--- config.mk ---
export PLATFORM = sky130hd
export DESIGN_NAME = flexray_to_canfd_fragmenter_unit
export DESIGN_NICKNAME = d
export VERILOG_FILES = /design/src/fr2cf_pkg.sv /design/src/fr2cf_queue.sv /design/src/fr2cf_front.sv /design/src/fr2cf_back.sv /design/src/flexray_to_canfd_fragmenter_unit.sv
export SDC_FILE = /design/constraint.sdc
export NUM_CORES = 1
export LEC_CHECK = 0
export BUFFER_PORTS_ARGS = -buffer_cell sky130_fd_sc_hd__buf_2
export CORE_MARGIN = 5
export CORE_UTILIZATION = 37
export CTS_BUF_LIST = sky130_fd_sc_hd__clkbuf_4 sky130_fd_sc_hd__clkbuf_8 sky130_fd_sc_hd__clkbuf_16
export CTS_CLUSTER_SIZE = 30
export DETAILED_ROUTE_END_ITERATION = 16
export GPL_TIMING_DRIVEN = 0
export PLACE_DENSITY_LB_ADDON = 0.3
export SETUP_SLACK_MARGIN = 0.1
export SYNTH_ARGS = -nofsm -noshare
export SYNTH_HDL_FRONTEND = slang
export SYNTH_SLANG_ARGS = --single-unit
--- constraint.sdc ---
create_clock -name clock -period 14.8 [get_ports clock]
set_clock_uncertainty 0.05 [all_clocks]
set_input_delay 4.44 -clock clock [delete_from_list [all_inputs] [get_ports clock]]
set_output_delay 4.44 -clock clock [all_outputs]
set_load 0.005 [all_outputs]
--- src/fr2cf_pkg.sv ---
`default_nettype none

package fr2cf_pkg;

   // Input item modes.
   localparam logic [1:0] MODE_HEADER  = 2'd0;
   localparam logic [1:0] MODE_PAYLOAD = 2'd1;
   localparam logic [1:0] MODE_TRAILER = 2'd2;

   // Stream layout of one frame.
   localparam int HDR_LEN       = 5;
   localparam int TRAILER_BYTES = 3;

   // Kind of a queued command, decided by the front end.
   typedef enum logic [1:0] {
      CMD_HEADER,
      CMD_PAYLOAD,
      CMD_TRAILER
   } cmd_kind_type;

   // One command from the front end to the back end.
   typedef struct packed {
      cmd_kind_type          kind;
      logic [8:0]            total;
      logic [4:0][7:0]       bytes;
   } cmd_type;

   // One result transaction.
   typedef struct packed {
      logic [7:0] out_byte;
      logic       chunk_start;
      logic [3:0] chunk_dlc;
      logic       chunk_end;
      logic       frame_end;
   } rsp_type;

   // CAN-FD DLC code for a frame length of 0 to 64 bytes.
   function automatic logic [3:0] dlc_of_len(input logic [6:0] len);
      logic [3:0] dlc;
      case (len) inside
         [7'd0:7'd8]:   dlc = len[3:0];
         [7'd9:7'd12]:  dlc = 4'd9;
         [7'd13:7'd16]: dlc = 4'd10;
         [7'd17:7'd20]: dlc = 4'd11;
         [7'd21:7'd24]: dlc = 4'd12;
         [7'd25:7'd32]: dlc = 4'd13;
         [7'd33:7'd48]: dlc = 4'd14;
         default:       dlc = 4'd15;
      endcase
      return dlc;
   endfunction

endpackage

`default_nettype wire

--- src/fr2cf_queue.sv ---
`default_nettype none

module fr2cf_queue
   import fr2cf_pkg::*;
#(
   parameter int WIDTH = 8
) (
   input  wire logic             clock,
   input  wire logic             reset,
   input  wire logic             push,
   input  wire logic [WIDTH-1:0] push_data,
   output logic                  full,
   input  wire logic             pop,
   output logic                  empty,
   output logic [WIDTH-1:0]      head
);

   logic [1:0]       count_ff, count_in;
   logic [WIDTH-1:0] head_ff, head_in;
   logic [WIDTH-1:0] tail_ff, tail_in;
   logic             do_push, do_pop;

   assign full  = (count_ff == 2'd2);
   assign empty = (count_ff == 2'd0);
   assign head  = head_ff;

   assign do_push = push && !full;
   assign do_pop  = pop && !empty;

   // Two-entry queue: the head slot is always the oldest entry.
   always_comb begin
      count_in = count_ff;
      head_in  = head_ff;
      tail_in  = tail_ff;
      if (do_push && !do_pop) begin
         if (count_ff == 2'd0) begin
            head_in = push_data;
         end else begin
            tail_in = push_data;
         end
         count_in = count_ff + 2'd1;
      end else if (do_pop && !do_push) begin
         head_in  = tail_ff;
         count_in = count_ff - 2'd1;
      end else if (do_pop && do_push) begin
         if (count_ff == 2'd1) begin
            head_in = push_data;
         end else begin
            head_in = tail_ff;
            tail_in = push_data;
         end
      end
   end

   always_ff @(posedge clock) begin
      if (reset) begin
         count_ff <= 2'd0;
      end else begin
         count_ff <= count_in;
      end
   end

   always_ff @(posedge clock) begin
      head_ff <= head_in;
      tail_ff <= tail_in;
   end

endmodule

`default_nettype wire

--- src/fr2cf_front.sv ---
`default_nettype none

module fr2cf_front
   import fr2cf_pkg::*;
(
   input  wire logic        clock,
   input  wire logic        reset,
   input  wire logic        accept,
   input  wire logic [1:0]  mode,
   input  wire logic        startup_flag,
   input  wire logic        sync_flag,
   input  wire logic        null_flag,
   input  wire logic        preamble_flag,
   input  wire logic        reserved_flag,
   input  wire logic [10:0] frame_ident,
   input  wire logic [6:0]  payload_words,
   input  wire logic [10:0] header_check,
   input  wire logic [5:0]  cycle_number,
   input  wire logic [7:0]  data_byte,
   input  wire logic [23:0] trailer_check,
   output logic             cmd_push,
   output cmd_type          cmd_data
);

   logic       in_frame_ff, in_frame_in;
   logic [8:0] left_ff, left_in;
   logic [8:0] total;

   assign total = {1'b0, payload_words, 1'b0} + 9'd8;

   // Classify each accepted transaction and track how many stream bytes remain.
   always_comb begin
      in_frame_in        = in_frame_ff;
      left_in            = left_ff;
      cmd_push           = 1'b0;
      cmd_data.kind      = CMD_PAYLOAD;
      cmd_data.total     = total;
      cmd_data.bytes     = '0;
      cmd_data.bytes[0]  = data_byte;
      case (mode)
         MODE_HEADER: begin
            cmd_push          = accept;
            cmd_data.kind     = CMD_HEADER;
            cmd_data.bytes[0] = {startup_flag, sync_flag, null_flag, preamble_flag,
                                 reserved_flag, frame_ident[10:8]};
            cmd_data.bytes[1] = frame_ident[7:0];
            cmd_data.bytes[2] = {payload_words, header_check[10]};
            cmd_data.bytes[3] = header_check[9:2];
            cmd_data.bytes[4] = {header_check[1:0], cycle_number};
            if (accept) begin
               in_frame_in = 1'b1;
               left_in     = total - 9'(HDR_LEN);
            end
         end
         MODE_PAYLOAD: begin
            if (accept && in_frame_ff && left_ff > 9'(TRAILER_BYTES)) begin
               cmd_push = 1'b1;
               left_in  = left_ff - 9'd1;
            end
         end
         MODE_TRAILER: begin
            cmd_data.kind     = CMD_TRAILER;
            cmd_data.bytes[0] = trailer_check[7:0];
            cmd_data.bytes[1] = trailer_check[15:8];
            cmd_data.bytes[2] = trailer_check[23:16];
            if (accept && in_frame_ff && left_ff == 9'(TRAILER_BYTES)) begin
               cmd_push    = 1'b1;
               in_frame_in = 1'b0;
               left_in     = 9'd0;
            end
         end
         default: begin
            cmd_push = 1'b0;
         end
      endcase
   end

   always_ff @(posedge clock) begin
      if (reset) begin
         in_frame_ff <= 1'b0;
         left_ff     <= 9'd0;
      end else begin
         in_frame_ff <= in_frame_in;
         left_ff     <= left_in;
      end
   end

endmodule

`default_nettype wire

--- src/fr2cf_back.sv ---
`default_nettype none

module fr2cf_back
   import fr2cf_pkg::*;
#(
   parameter int CHUNK_BYTES = 64
) (
   input  wire logic     clock,
   input  wire logic     reset,
   input  wire logic     cmd_empty,
   input  wire cmd_type  cmd_head,
   output logic          cmd_pop,
   input  wire logic     rsp_full,
   output logic          rsp_push,
   output rsp_type       rsp_data
);

   localparam int FW = $clog2(CHUNK_BYTES);
   localparam logic [FW:0] FILL_LAST = (FW + 1)'(CHUNK_BYTES - 1);

   logic [8:0]    left_ff, left_in;
   logic [FW-1:0] fill_ff, fill_in;
   logic [7:0]    seq_ff, seq_in;
   logic          open_ff, open_in;
   logic          started_ff, started_in;
   logic [2:0]    sub_ff, sub_in;

   logic          fresh, fire;
   logic [8:0]    eff_left, left_next;
   logic [FW-1:0] eff_fill;
   logic [FW:0]   fill_next;
   logic [7:0]    eff_seq;
   logic          eff_open;
   logic [6:0]    chunk_len;
   logic [2:0]    last_sub;
   logic          fe, ce;

   // A header command starts a new frame and discards any unfinished one.
   assign fresh    = !cmd_empty && (cmd_head.kind == CMD_HEADER) && !started_ff;
   assign eff_left = fresh ? cmd_head.total : left_ff;
   assign eff_fill = fresh ? '0 : fill_ff;
   assign eff_seq  = fresh ? 8'd0 : seq_ff;
   assign eff_open = fresh ? 1'b0 : open_ff;
   assign fire     = !cmd_empty && !rsp_full;

   assign chunk_len = (eff_left >= 9'(CHUNK_BYTES - 1)) ? 7'(CHUNK_BYTES)
                                                        : eff_left[6:0] + 7'd1;
   assign fill_next = {1'b0, eff_fill} + (FW + 1)'(1);
   assign left_next = eff_left - 9'd1;
   assign fe        = (left_next == 9'd0);
   assign ce        = fe || (fill_next >= FILL_LAST);

   always_comb begin
      case (cmd_head.kind)
         CMD_HEADER:  last_sub = 3'(HDR_LEN - 1);
         CMD_TRAILER: last_sub = 3'(TRAILER_BYTES - 1);
         default:     last_sub = 3'd0;
      endcase
   end

   // One chunk byte per cycle when fire is set: a sequence byte when no chunk is open, else a stream byte.
   always_comb begin
      left_in     = left_ff;
      fill_in     = fill_ff;
      seq_in      = seq_ff;
      open_in     = open_ff;
      started_in  = started_ff;
      sub_in      = sub_ff;
      cmd_pop     = 1'b0;
      rsp_push    = 1'b0;
      rsp_data    = '0;
      if (fire) begin
         rsp_push   = 1'b1;
         started_in = 1'b1;
         left_in    = eff_left;
         fill_in    = eff_fill;
         seq_in     = eff_seq;
         if (!eff_open) begin
            rsp_data.out_byte    = eff_seq;
            rsp_data.chunk_start = 1'b1;
            rsp_data.chunk_dlc   = dlc_of_len(chunk_len);
            open_in              = 1'b1;
         end else begin
            rsp_data.out_byte  = cmd_head.bytes[sub_ff];
            rsp_data.chunk_end = ce;
            rsp_data.frame_end = fe;
            left_in            = left_next;
            open_in            = 1'b1;
            fill_in            = fill_next[FW-1:0];
            if (ce) begin
               open_in = 1'b0;
               fill_in = '0;
               seq_in  = eff_seq + 8'd1;
            end
            if (sub_ff == last_sub) begin
               cmd_pop    = 1'b1;
               sub_in     = 3'd0;
               started_in = 1'b0;
            end else begin
               sub_in = sub_ff + 3'd1;
            end
         end
      end
   end

   always_ff @(posedge clock) begin
      if (reset) begin
         left_ff    <= 9'd0;
         fill_ff    <= '0;
         seq_ff     <= 8'd0;
         open_ff    <= 1'b0;
         started_ff <= 1'b0;
         sub_ff     <= 3'd0;
      end else begin
         left_ff    <= left_in;
         fill_ff    <= fill_in;
         seq_ff     <= seq_in;
         open_ff    <= open_in;
         started_ff <= started_in;
         sub_ff     <= sub_in;
      end
   end

endmodule

`default_nettype wire

--- src/flexray_to_canfd_fragmenter_unit.sv ---
// Channel   | Direction | Handshake            | Transaction
// ----------+-----------+----------------------+------------------------------------------
// req_      | in        | push / full          | header, payload byte or trailer item
// rsp_      | out       | pop / empty          | one CAN-FD chunk byte with chunk marks
//
// The front end classifies one request per cycle while its two-entry command queue has room.
// The back end emits one chunk byte per cycle while a command waits and the output queue has
// room: a payload item gives one or two bytes, a header six (its sequence byte and five
// stream bytes) and a trailer three or four, as a sequence byte falls inside it or not.
// Results pass through a two-entry output queue; a stalled consumer stops the back end first.
// Reset is synchronous; both queues are empty and no frame is open after it.
`default_nettype none

module flexray_to_canfd_fragmenter_unit
   import fr2cf_pkg::*;
#(
   parameter int CHUNK_BYTES = 64
) (
   input  wire logic        clock,
   input  wire logic        reset,
   input  wire logic        req_push,
   output logic             req_full,
   input  wire logic [1:0]  req_mode,
   input  wire logic        req_startup_flag,
   input  wire logic        req_sync_flag,
   input  wire logic        req_null_flag,
   input  wire logic        req_preamble_flag,
   input  wire logic        req_reserved_flag,
   input  wire logic [10:0] req_frame_ident,
   input  wire logic [6:0]  req_payload_words,
   input  wire logic [10:0] req_header_check,
   input  wire logic [5:0]  req_cycle_number,
   input  wire logic [7:0]  req_data_byte,
   input  wire logic [23:0] req_trailer_check,
   output logic             rsp_empty,
   input  wire logic        rsp_pop,
   output logic [7:0]       rsp_out_byte,
   output logic             rsp_chunk_start,
   output logic [3:0]       rsp_chunk_dlc,
   output logic             rsp_chunk_end,
   output logic             rsp_frame_end
);

   logic    accept;
   logic    cmd_push, cmd_full, cmd_empty, cmd_pop;
   cmd_type cmd_data, cmd_head;
   logic    res_push, res_full;
   rsp_type res_data, res_head;

   assign accept   = req_push && !cmd_full;
   assign req_full = cmd_full;

   // Front end: classify requests and build commands.
   fr2cf_front u_front (
      .clock         (clock),
      .reset         (reset),
      .accept        (accept),
      .mode          (req_mode),
      .startup_flag  (req_startup_flag),
      .sync_flag     (req_sync_flag),
      .null_flag     (req_null_flag),
      .preamble_flag (req_preamble_flag),
      .reserved_flag (req_reserved_flag),
      .frame_ident   (req_frame_ident),
      .payload_words (req_payload_words),
      .header_check  (req_header_check),
      .cycle_number  (req_cycle_number),
      .data_byte     (req_data_byte),
      .trailer_check (req_trailer_check),
      .cmd_push      (cmd_push),
      .cmd_data      (cmd_data)
   );

   // Command queue between the front and back ends.
   fr2cf_queue #(.WIDTH($bits(cmd_type))) u_cmd_queue (
      .clock     (clock),
      .reset     (reset),
      .push      (cmd_push),
      .push_data (cmd_data),
      .full      (cmd_full),
      .pop       (cmd_pop),
      .empty     (cmd_empty),
      .head      (cmd_head)
   );

   // Back end: cut the byte stream into chunks.
   fr2cf_back #(.CHUNK_BYTES(CHUNK_BYTES)) u_back (
      .clock     (clock),
      .reset     (reset),
      .cmd_empty (cmd_empty),
      .cmd_head  (cmd_head),
      .cmd_pop   (cmd_pop),
      .rsp_full  (res_full),
      .rsp_push  (res_push),
      .rsp_data  (res_data)
   );

   // Output queue toward the consumer.
   fr2cf_queue #(.WIDTH($bits(rsp_type))) u_rsp_queue (
      .clock     (clock),
      .reset     (reset),
      .push      (res_push),
      .push_data (res_data),
      .full      (res_full),
      .pop       (rsp_pop),
      .empty     (rsp_empty),
      .head      (res_head)
   );

   assign rsp_out_byte    = res_head.out_byte;
   assign rsp_chunk_start = res_head.chunk_start;
   assign rsp_chunk_dlc   = res_head.chunk_dlc;
   assign rsp_chunk_end   = res_head.chunk_end;
   assign rsp_frame_end   = res_head.frame_end;

endmodule

`default_nettype wire

==> results.py <==
metrics = {
    "critical_path": {
        "crit_path_start_kind": "input pin",
        "crit_top_cell": "inv_1",
        "cp_peak_stage_delay_ns": 0.70,
        "regToRegStartpoint": "u_cmd_queue.count_ff[0]$_SDFFE_PP0P_",
        "cp.required_ns": 14.93,
        "worstSetupStartpoint": "req_mode[0]",
        "criticalPathCategory": "input pin to flip-flop",
        "cp-end-kind": "flip-flop",
        "ordered_cell_list_for_the_critical_path": "buf_2 > inv_1 > ha_1 > clkbuf_1 > nand4_1 > a311oi_1 > inv_1 > ha_1 > inv_1 > a21o_1 > clkbuf_1 > buf_1 > mux2_2",
        "cpMaxStageDelayCell": "a311oi_1",
        "critical_path_peak_fanout": 10,
        "cp_data_arrival_time_ns": 7.94,
    },
    "detailed_routing": {
        "route.met2.wl_mm": 10.1,
        "route.detailed.vias_per_inst": 5.33,
        "routed_wire_length_per_instance_um": 17.1,
        "drcViolationCount": 0,
        "met1_length_mm": 10.3,
        "firstDrtPassIters": 5,
        "dr.max_layer_used": "met4",
        "initialDrtViolationCount": 456,
        "dr_total_vias": 6780,
        "postRouteAntennaNets": 0,
        "postRouteWirelength_mm": 21.8,
        "met3_wirelength_mm": 1.24,
    },
    "synthesis": {
        "synth_edf_count": 130,
        "synthFlopType": "edfxtp_1",
        "netlist.top_cell.by_area": "edfxtp_1",
        "ys_top_cells_by_count": "edfxtp_1 (130), nand2_1 (84), nor2_1 (79)",
        "synth-warning-count": 0,
        "syn_std_cell_area_mm2": 0.00900,
        "ys_types": 75,
        "yosysSeqAreaShare": 0.527,
        "total_nets_after_synthesis": 923,
        "register_bit_total_from_synthesis": 172,
        "netlist_top_cells_area": "edfxtp_1 (43%), dfxtp_1 (9.3%), mux2_2 (5.3%), ha_1 (3.6%), nand2_1 (3.5%)",
        "post_synth.cell_area_avg_um2": 11.0,
        "synthesis.instances": 819,
        "post-synth-top-count-cell": "edfxtp_1",
        "yosys.area.top_type_share": 0.434,
        "async_s_r_ff_share_synth": 0,
    },
    "clock_tree": {
        "clock_insertion_delay_worst_skew_ns": 0.43,
        "clkTransAtPathRegs_ns": 0.07,
        "htree_num_levels": 4,
        "postCtsHoldBufs": 0,
        "clockRootBuffer": "clkbuf_16",
        "numCtsBuffers": 17,
        "post_cts.repair.setup_buffers": 0,
        "cts_repair_resize_count": 0,
        "clock-sinks": 172,
        "clockBufferDepth": 2,
        "clock_tree_from_tritoncts": "done",
    },
    "floorplan": {
        "initial_core_util": 0.373,
        "ios": 95,
        "fp.dieH_um": 166,
        "fp.coreArea_mm2": 0.0241,
        "row_count": 57,
        "design.die.area_mm2": 0.0275,
        "die-width_um": 166,
    },
    "place": {
        "place.gp.congestion": 0.860,
        "dp_worst_setup_slack_ns": 6.52,
        "io_buffers": 94,
        "hpwl_mm": 15.9,
    },
    "finish": {
        "finalCoreUtilization": 0.437,
        "layout-area-overhead-vs-synth_pct": 17.1,
        "drive_above_1_share": 0.219,
        "diodes": 0,
        "nNetsFinal": 1040,
    },
    "global_routing": {
        "globalRoute.totalOverflow": 0,
        "first_global_vias": 6684,
        "grt_usage": 0.157,
        "grt_pass1_wl_mm": 35.4,
        "largest_net_degree_at_the_start_of_global_routing": 27,
        "antenna_found_initial": 0,
    },
    "sta": {
        "worst-slew-pin-transition_ns": 1.10,
        "timing_max_transition_violations_final": 0,
        "finalCriticalPeriod_ns": 7.81,
        "final_min_period_over_clock_period": 0.527,
        "timing.slew.headroom": 0.265,
        "setup_viol": 0,
        "achievable-frequency_mhz": 128,
        "hold-worst-slack_ns": 0.438,
        "post-route-worst-setup-slack_ns": 6.99,
        "hold_viol_final": 0,
        "setup-tns-final_ns": 0,
        "rsz_0062_raised_after_global_routing": "no",
    },
    "pwr": {
        "totalPowerFinal_mw": 1.29,
        "p_leak_nw": 3.78,
        "irDropWorstVdd_uv": 88.1,
        "power_per_cell_area_mw_per_mm2": 122,
    },
    "outcome": {
        "outcome": "complete, no violations",
    },
    "worst_hold_path": {
        "worst_hold_startpoint": "u_back.seq_ff[7]$_SDFFE_PP0P_",
        "min_path_type": "flip-flop to flip-flop",
    },
    "flow_run": {
        "drv.max_cap_violation_count": 0,
    },
}
==> worst max-delay path, delay by kind of cell <==
kind / cells / cell delay [ns]
AND/OR/NAND/NOR: 1 / 0.21
buffers and inverters: 7 / 1.59
AO/OA/AOI/OAI: 2 / 0.82
multiplexers: 1 / 0.41
adder cells (fa/ha/maj): 2 / 0.46
==> placed cells by master, fill, tap and decap left out, types with 7 or more instances in the layout <==
cell / netlist / final
edfxtp_1: 130 / 130
clkbuf_1: 34 / 34
nand2_1: 84 / 83
dfxtp_1: 42 / 42
and2_1: 22 / 22
mux2_2: 42 / 42
or4_1: 8 / 8
o21ai_0: 25 / 23
inv_1: 29 / 29
a22o_1: 16 / 16
buf_2: 0 / 94
clkbuf_16: 0 / 17
a31oi_1: 15 / 15
ha_1: 26 / 26
nand3_1: 21 / 21
xor2_1: 12 / 12
nor3_1: 29 / 29
nand4_1: 9 / 9
mux4_2: 8 / 8
o211ai_1: 7 / 7
nor4_1: 7 / 7
inv_8: 0 / 7
a21oi_1: 30 / 30
xnor2_1: 13 / 13
a22oi_1: 18 / 18
nor2_1: 79 / 78
a221oi_1: 10 / 10
==> metal layers <==
layer | vias up | GRT usage
li1 | 3319 | -
met3 | 15 | 0.0348
met4 | 0 | 0.0330
met5 | - | 0
met1 | 3249 | 0.222
met2 | 197 | 0.248
==> report_power, final <==
group | internal, mW | switching (mW) | total (mW) | leakage [nW]
Clock | 0.225 | 0.210 | 0.435 | 0.280
Sequential | 0.574 | 0.0168 | 0.591 | 1.53
Combinational | 0.106 | 0.157 | 0.263 | 1.97
Total | 0.905 | 0.384 | 1.29 | 3.78
==> sequential cells by signal, summed over array words and instances, names as in the netlist, 3 cells and up <==
name,count
u_rsp_queue.head,15
u_back.fill_ff,6
u_cmd_queue.tail_ff,50
u_back.left_ff,9
u_back.seq_ff,8
u_back.sub_ff,3
u_cmd_queue.head,50
u_front.left_ff,9
u_rsp_queue.tail_ff,15
==> cells by family (layout without fill, tap and decap cells) <==
family,Yosys count,after routing,synth area share
DFF,172,172,0.527
adders and majority gates,26,26,0.0362
buffers and inverters,75,205,0.0395
AOI/OAI and AO/OA,173,173,0.136
and+or+nand+nor,293,293,0.158
xor gates and xnor gates,25,25,0.0243
muxes,55,55,0.0782
==> through the flow <==
step                      cell area, µm²  std cells
after floorplan                     9000        819
after global placement              9870       1237
after detailed placement            9960       1241
after CTS                          10500       1273
after global routing               10500       1273
final                              10500       1273
==> worst paths after layout <==
path	slack [ns]	cells past startpoint	end
worst max-delay path	6.99	13	u_cmd_queue.head[15]$_DFFE_PP_
worst min-delay path	0.44	2	u_back.seq_ff[7]$_SDFFE_PP0P_
worst max register to register	10.34	16	u_cmd_queue.head[15]$_DFFE_PP_
worst min register to register	0.44	2	u_back.seq_ff[7]$_SDFFE_PP0P_
==> area by class of cell <==
class,instances,area [µm²]
Fill cell,2350,13600
Sequential cell,172,4740
Multi-Input combinational cell,572,3910
Timing Repair Buffer,98,549
Clock buffer,17,425
Tap cell,324,405
Buffer,45,243
Clock inverter,15,143
Inverter,30,113
Power figures use the tool's default switching activity.
